==> config.mk <==
export PLATFORM = sky130hd
export DESIGN_NAME = lsbs_ram
export DESIGN_NICKNAME = d
export VERILOG_FILES = /design/src/rtl/core/lsbs_ram.sv
export SDC_FILE = /design/constraint.sdc
export NUM_CORES = 1
export LEC_CHECK = 0
export ABC_AREA = 1
export BUFFER_PORTS_ARGS = -buffer_cell sky130_fd_sc_hd__buf_2
export CAP_MARGIN = 10
export CORE_ASPECT_RATIO = 1.2
export CORE_MARGIN = 8
export CORE_UTILIZATION = 40
export CTS_BUF_LIST = sky130_fd_sc_hd__clkbuf_4 sky130_fd_sc_hd__clkbuf_8 sky130_fd_sc_hd__clkbuf_16
export CTS_CLUSTER_SIZE = 40
export DETAILED_ROUTE_END_ITERATION = 16
export SLEW_MARGIN = 10
export SYNTH_ARGS = -nofsm -noshare
export SYNTH_HDL_FRONTEND = slang
export SYNTH_SLANG_ARGS = --single-unit
==> constraint.sdc <==
create_clock -name clk -period 1.2 [get_ports clk]
set_input_delay 0.24 -clock clk [delete_from_list [all_inputs] [get_ports clk]]
set_output_delay 0.24 -clock clk [all_outputs]
set_load 0.1 [all_outputs]
==> src/rtl/core/lsbs_ram.sv <==
// Generic simple dual-port RAM with one write port and a registered read port.
`default_nettype none
module lsbs_ram #(
  parameter int WIDTH = 8,
  parameter int DEPTH = 16
) (
  input  wire logic                     clk,
  input  wire logic                     we,
  input  wire logic [$clog2(DEPTH)-1:0] waddr,
  input  wire logic [WIDTH-1:0]         wdata,
  input  wire logic [$clog2(DEPTH)-1:0] raddr,
  output logic      [WIDTH-1:0]         rdata
);
  logic [WIDTH-1:0] mem [DEPTH];

  always_ff @(posedge clk) begin
    if (we) begin
      mem[waddr] <= wdata;
    end
    rdata <= mem[raddr];
  end
endmodule
`default_nettype wire

==> results.md, run 1 <==
* Cell family with most CP delay: flip-flops
* Worst skew pair latency at 0.42 ns
* Root Buffer: clkbuf_16
* Bufs on Longest Clock Path at 2
* Syn. warnings at 0
* Layout cells sized above 1 at 0.1709
* Arrival time at the worst endpoint at 0.95 ns
* Die height at 147.5 um
* Crit end category: output port
* Hold EP: mem[15][0]
* Tot Pwr at 11.33 mW
* Setup bufs post-CTS at 0
* Num Clock Sinks at 136
* Seq/Total Area, Yosys at 0.6943
* Cell chain of the critical path: buf_12
* Port Buf Inserts at 25
* Synth unique cells at 12
* Initial Util at 0.4052
* Layout fillers at 1,249
* Die Area at 18,530 um^2
* H-tree depth at 4
* Inserted Clock Buffers at 17
* Status: completed
* Core ar. at 14,230 um^2
* First-pass GRT wire length at 20.28 mm
* Clk slew on worst S/H paths at 0.06 ns
* Peak supply drop at 0.0007591 V
* Largest net degree at the start of global routing at 33
* CTS tree: yes
* Fin cells at 801
* Hpwl dp at 8.734 mm
* Hold path start: wdata[0]
* Reg area at 4014 um^2
* Drt first pass iters at 5
* Final cycle utilization of the critical path at 0.9942
* Worst-Margin Slew at 0.3663 ns
* Gate Count Post-Synth at 551
* DR vias at 3,833
* I/O pin cnt at 26
* Initial antenna violation count at 0
* Total global routing overflow at 0
* Number of synthesized register bits at 136
* # nets final at 631
* Synth area leader: edfxtp_1
* Post-Place Cells at 769
* Static leakage at 3.059 nW
* Setup Crit Path Kind: reg -> out
* RR Startpoint: mem[0][3]
* Critical Path RT at 0.96 ns
* DRC violations left at 0
* Largest stage delay, worst path at 0.36 ns
* Crit path time final at 1.193 ns
* Vias per Instance at 4.785
* Wire length per cell at 16.21 um
* Hold path cells at 1
* Top-area cell type share of the netlist area at 0.6665
* RSZ-0062 raised after global routing: yes
* Final worst slack at 0.006950 ns
* Routability congestion estimate at 0.8216
* Ant. Diodes at 0
* WL final at 12.98 mm
* Avg Inst Size Synth at 10.47 um^2
* Final Hold Fails at 0
* CP startpoint kind: flop
* Fmax at 838.2 MHz
* Final Skew at 0.008950 ns
* Post-synthesis net count at 569
* Bufs and invs on worst path at 1
* Reg2reg end: rdata[3]
* Synth-to-layout area growth at 21.72%
* Slowest-stage cell, CP: dfxtp_2
* Power Dens Cells at 1614 nW/um^2
* Vias in the first global route at 3,808
* Top post-synthesis cells by area: edfxtp_1 67%, nand2_1 11%, nand3_1 8.4%, inv_1 6.5%, dfxtp_1 2.8%
* Cell row count at 48
* Total Routing Usage GR at 0.1464
* Max Cap Violations at 0
* Hold Path Class: in -> reg
* Slew margin rel. at 0.7558
* Worst R2R Setup Slack at 0.20 ns
* Pins Over Slew Limit at 0
* Post-DRT Antenna Nets at 0
* Footprint of the multi-input gates at 1214 um^2
* Worst-case reg-to-reg path depth at 6
* Final setup vio count at 0
* Pre-CTS setup slack at -0.1164 ns
* Initial DRC Count at 439
* Critical Path Stages at 1
* Synthesized cell area at 5767 um^2
* Chip width at 125.6 um
* Crit-path max FO at 1
## where the power goes
part / switching, mW / internal [mW]
sequential: 0.0515 / 5.32
combinational: 0.671 / 0.344
clock: 1.90 / 3.04
## worst max path at each step
stage,start,endpoint,slack [ns]
2_1_floorplan,waddr[3],mem[4][0],0.009
3_3_place_gp,raddr[0],rdata[3],-0.12
3_5_place_dp,raddr[0],rdata[3],-0.12
4_1_cts,rdata[6],rdata[6],-0.01
5_1_grt,rdata[2],rdata[2],-0.02
6_report,rdata[6],rdata[6],0.007
## registers in the layout, summed over array words and instances, names as in the netlist
signal,count
mem,128
rdata,8
## Yosys cell counts
cell / count
buf_6: 6
inv_1: 100
nand3b_1: 2
nand2_1: 173
buf_4: 4
nor2_1: 17
nand3_1: 97
buf_1: 1
inv_2: 2
buf_2: 13
edfxtp_1: 128
dfxtp_1: 8
## through the flow
step | util | hold slack (ns) | setup TNS (ns) | instance area, um^2
after floorplan | - | 0.3389 | 0 | 5767
after global placement | 0.4526 | 0.6521 | -2.115 | 6442
after detailed placement | 0.4526 | 0.6704 | -3.189 | 6442
after CTS | 0.4931 | 0.2266 | -0.02333 | 7019
after global routing | 0.4931 | 0.2311 | -0.05857 | 7019
final | 0.4931 | 0.2237 | 0 | 7019
## layout make-up
class,count,share of cell area
Clock buffer,18,0.06168
Clock inverter,14,0.01907
Inverter,102,0.05455
Multi-Input combinational cell,289,0.1729
Sequential cell,136,0.5718
Tap cell,175,0.03119
Timing Repair Buffer,67,0.08877
## cell families after synthesis
group / share of synthesized area
buf+inv: 0.09525
flops: 0.6943
simple gates: 0.2105
## cell usage in the layout (no fill, tap or decap)
master / count
buf_12: 13
buf_2: 17
buf_4: 37
bufinv_16: 2
clkbuf_16: 17
clkbuf_4: 1
clkinv_1: 2
clkinv_2: 4
clkinv_4: 1
clkinvlp_4: 5
dfxtp_2: 8
edfxtp_1: 128
inv_1: 100
inv_2: 2
nand2_1: 173
nand3_1: 97
nand3b_1: 2
nor2_1: 17
## routing by layer
metal  wire length [um]  up-vias  part of all wire  GRT usage
li1                   -     1894                 -          -
met4                246        0             0.019    0.06101
met5                  0        -                 0          0
met2               6666      106              0.51     0.2530
met3                751       16             0.058    0.04757
met1               5318     1817              0.41     0.1631
## repair_timing
| action | 4_1_cts | 5_1_grt |
|---|---|---|
| pin swaps | 0 | 0 |
| hold buffers | 0 | 0 |
| resized for setup | 8 | 0 |
| setup endpoints to repair | 8 | 5 |
No activity file was read; power rests on OpenSTA's default activity.
==> run 2: changes to the inputs <==
==> config.mk (replaced) <==
export PLATFORM = sky130hd
export DESIGN_NAME = lsbs_ram
export DESIGN_NICKNAME = d
export VERILOG_FILES = /design/src/rtl/core/lsbs_ram.sv
export SDC_FILE = /design/constraint.sdc
export NUM_CORES = 1
export LEC_CHECK = 0
export ABC_AREA = 1
export CAP_MARGIN = 10
export CORE_ASPECT_RATIO = 1.2
export CORE_MARGIN = 8
export CORE_UTILIZATION = 40
export CTS_BUF_LIST = sky130_fd_sc_hd__clkbuf_16
export CTS_CLUSTER_SIZE = 40
export DETAILED_ROUTE_END_ITERATION = 16
export DONT_BUFFER_PORTS = 1
export SLEW_MARGIN = 10
export SYNTH_ARGS = -nofsm -noshare
export SYNTH_HDL_FRONTEND = slang
export SYNTH_SLANG_ARGS = --single-unit
==> run 2 against run 1 <==
Clock skew shrank 0.00055 ns. Worst setup slack improved by 0.0012 ns. Critical path type unchanged. Critical path depth unchanged. Register-to-register slack worse by 0.03 ns. Largest cell class unchanged. Sequential cell count unchanged. Wire length is 1.1% higher. Fmax is 0.10% higher. Sequential share of layout area rose by 1.3 points. Power is 0.44% higher. Design area is 2.0% lower. Combinational power is 11% lower. Die area stayed put.
==> results.md, run 2 (same netlist as run 1, synthesis figures left out) <==
* Status: completed
* Fmax at 839.1 MHz (+0.10%)
* Vias per Instance at 4.870 (+1.8%)
* Hold path start: raddr[2]
* Slowest-stage cell, CP: dfxtp_4
* Max Cap Violations at 0 (unchanged)
* RSZ-0062 raised after global routing: yes
* Tot Pwr at 11.38 mW (+0.44%)
* Final Hold Fails at 0 (unchanged)
* Layout fillers at 1,255 (+0.48%)
* Root Buffer: clkbuf_16
* Wire length per cell at 17.01 um (+4.9%)
* CP startpoint kind: flop
* Routability congestion estimate at 0.8309 (+1.1%)
* Total global routing overflow at 0 (unchanged)
* DRC violations left at 0 (unchanged)
* Num Clock Sinks at 136 (unchanged)
* Reg area at 4019 um^2 (+0.12%)
* Worst-case reg-to-reg path depth at 6 (unchanged)
* H-tree depth at 4 (unchanged)
* Most frequent cells in the layout: 173 x nand2_1, 128 x edfxtp_1, 101 x inv_1, 97 x nand3_1, 18 x buf_4
* Initial DRC Count at 207 (-53%)
* Cell chain of the critical path: buf_12
* Crit path time final at 1.192 ns (-0.001229 ns)
* Layout cells sized above 1 at 0.1139 (-0.05702)
* Slew margin rel. at 0.4727 (-0.2831)
* Worst-Margin Slew at 0.7910 ns (+0.4247 ns)
* Synth-to-layout area growth at 19.22%
* Hold EP: rdata[3]
* Cell family with most CP delay: flip-flops
* Hold path cells at 3 (+2)
* Worst skew pair latency at 0.41 ns (about the same)
* Die height at 147.5 um (unchanged)
* Crit-path max FO at 1 (unchanged)
* Setup bufs post-CTS at 0 (unchanged)
* Inserted Clock Buffers at 17 (unchanged)
* # nets final at 602 (-4.6%)
* Static leakage at 2.956 nW (-3.4%)
* Reg2reg end: rdata[0]
* Bufs and invs on worst path at 1 (unchanged)
* Die Area at 18,530 um^2 (unchanged)
* Final setup vio count at 0 (unchanged)
* First-pass GRT wire length at 20.40 mm (+0.58%)
* Setup Crit Path Kind: reg -> out
* Largest regs: mem x128, rdata x8
* Chip width at 125.6 um (unchanged)
* Design Area, Final at 6875 um^2 (-2.0%)
* Final worst slack at 0.008179 ns (+0.001229 ns)
* Clk slew on worst S/H paths at 0.06 ns (about the same)
* Initial Util at 0.4052 (unchanged)
* Ant. Diodes at 0 (unchanged)
* Final Skew at 0.008403 ns (-0.0005471 ns)
* Port Buf Inserts at 0 (-100%)
* Cell row count at 48 (unchanged)
* Pins Over Slew Limit at 0 (unchanged)
* Core ar. at 14,230 um^2 (unchanged)
* Critical Path RT at 0.96 ns (about the same)
* Largest net degree at the start of global routing at 66 (+100%)
* Post-DP Area at 6175 um^2 (-4.2%)
* Pre-CTS setup slack at 0.05195 ns (+0.1683 ns)
* Vias in the first global route at 3,775 (-0.87%)
* Initial antenna violation count at 0 (unchanged)
* Hold Path Class: in -> reg
* Power Dens Cells at 1655 nW/um^2 (+2.5%)
* Crit end category: output port
* Fin cells at 772 (-3.6%)
* I/O pin cnt at 26 (unchanged)
* Bufs on Longest Clock Path at 2 (unchanged)
* CTS tree: yes
* RR Startpoint: mem[1][0]
* Max reg flops at 128 (unchanged)
* WL final at 13.13 mm (+1.1%)
* Total Routing Usage GR at 0.1484 (+0.001961)
* Post-DRT Antenna Nets at 0 (unchanged)
* Footprint of the multi-input gates at 1214 um^2 (unchanged)
* DR vias at 3,760 (-1.9%)
* Biggest register: mem
* Final cycle utilization of the critical path at 0.9932 (-0.001024)
* Arrival time at the worst endpoint at 0.95 ns (about the same)
* Post-Place Cells at 731 (-4.9%)
* Drt first pass iters at 4 (-1)
* Hpwl dp at 8.260 mm (-5.4%)
* Peak supply drop at 0.0009331 V (+23%)
* Worst R2R Setup Slack at 0.17 ns (-0.03 ns)
* Commonest non-fill, non-tap cell in the layout: nand2_1
* Largest stage delay, worst path at 0.37 ns (about the same)
[run 2: how the worst max path moves through the flow]
stage	startpoint	end	slack, ns	cells past startpoint
floorplan	waddr[3]	mem[4][0]	0.009	2
global placement	raddr[0]	rdata[3]	0.06	7
detailed placement	raddr[0]	rdata[3]	0.05	7
CTS	rdata[7]	rdata[7]	-0.01	1
global route	rdata[7]	rdata[7]	-0.02	1
finish	rdata[7]	rdata[7]	0.008	1
[run 2: power by group]
| group | switching, mW | internal [mW] | leakage (nW) | total, mW |
|---|---|---|---|---|
| sequential | 0.0512 | 5.32 | 1.22 | 5.37 |
| combinational | 0.600 | 0.298 | 1.45 | 0.898 |
| clock | 1.88 | 3.23 | 0.277 | 5.11 |
[run 2: timing repair]
item / CTS / global route
endpoints found under the setup margin: 8 / 39
hold buffers: 9 / 0
cloned: 0 / 0
hold endpoints to repair: 135 / 0
gates resized for setup: 10 / 3
[run 2: cell type report]
type,count,area share
Clock buffer,17,0.06187
Clock inverter,15,0.02366
Inverter,102,0.05569
Multi-Input combinational cell,289,0.1765
Sequential cell,136,0.5845
Tap cell,175,0.03185
Timing Repair Buffer,38,0.06588
[run 2: per-stage QoR]
stage / hold WS, ns / setup TNS, ns / util
2_1_floorplan: 0.3389 / 0 / -
5_1_grt: 0.02008 / -0.05210 / 0.4830
3_5_place_dp: 0.3406 / 0 / 0.4338
4_1_cts: 0.02217 / -0.1181 / 0.4825
6_report: 0.03948 / 0 / 0.4830
3_3_place_gp: 0.3408 / 0 / 0.4338
[run 2: metal layers]
metal  up-vias  wire (um)  share of wire  global-route usage
met2       118       6612           0.50              0.2484
met5         -          0              0                   0
met4         0        456          0.035             0.08237
li1       1836          -              -                   -
met1      1774       5373           0.41              0.1696
met3        32        688          0.052             0.04000
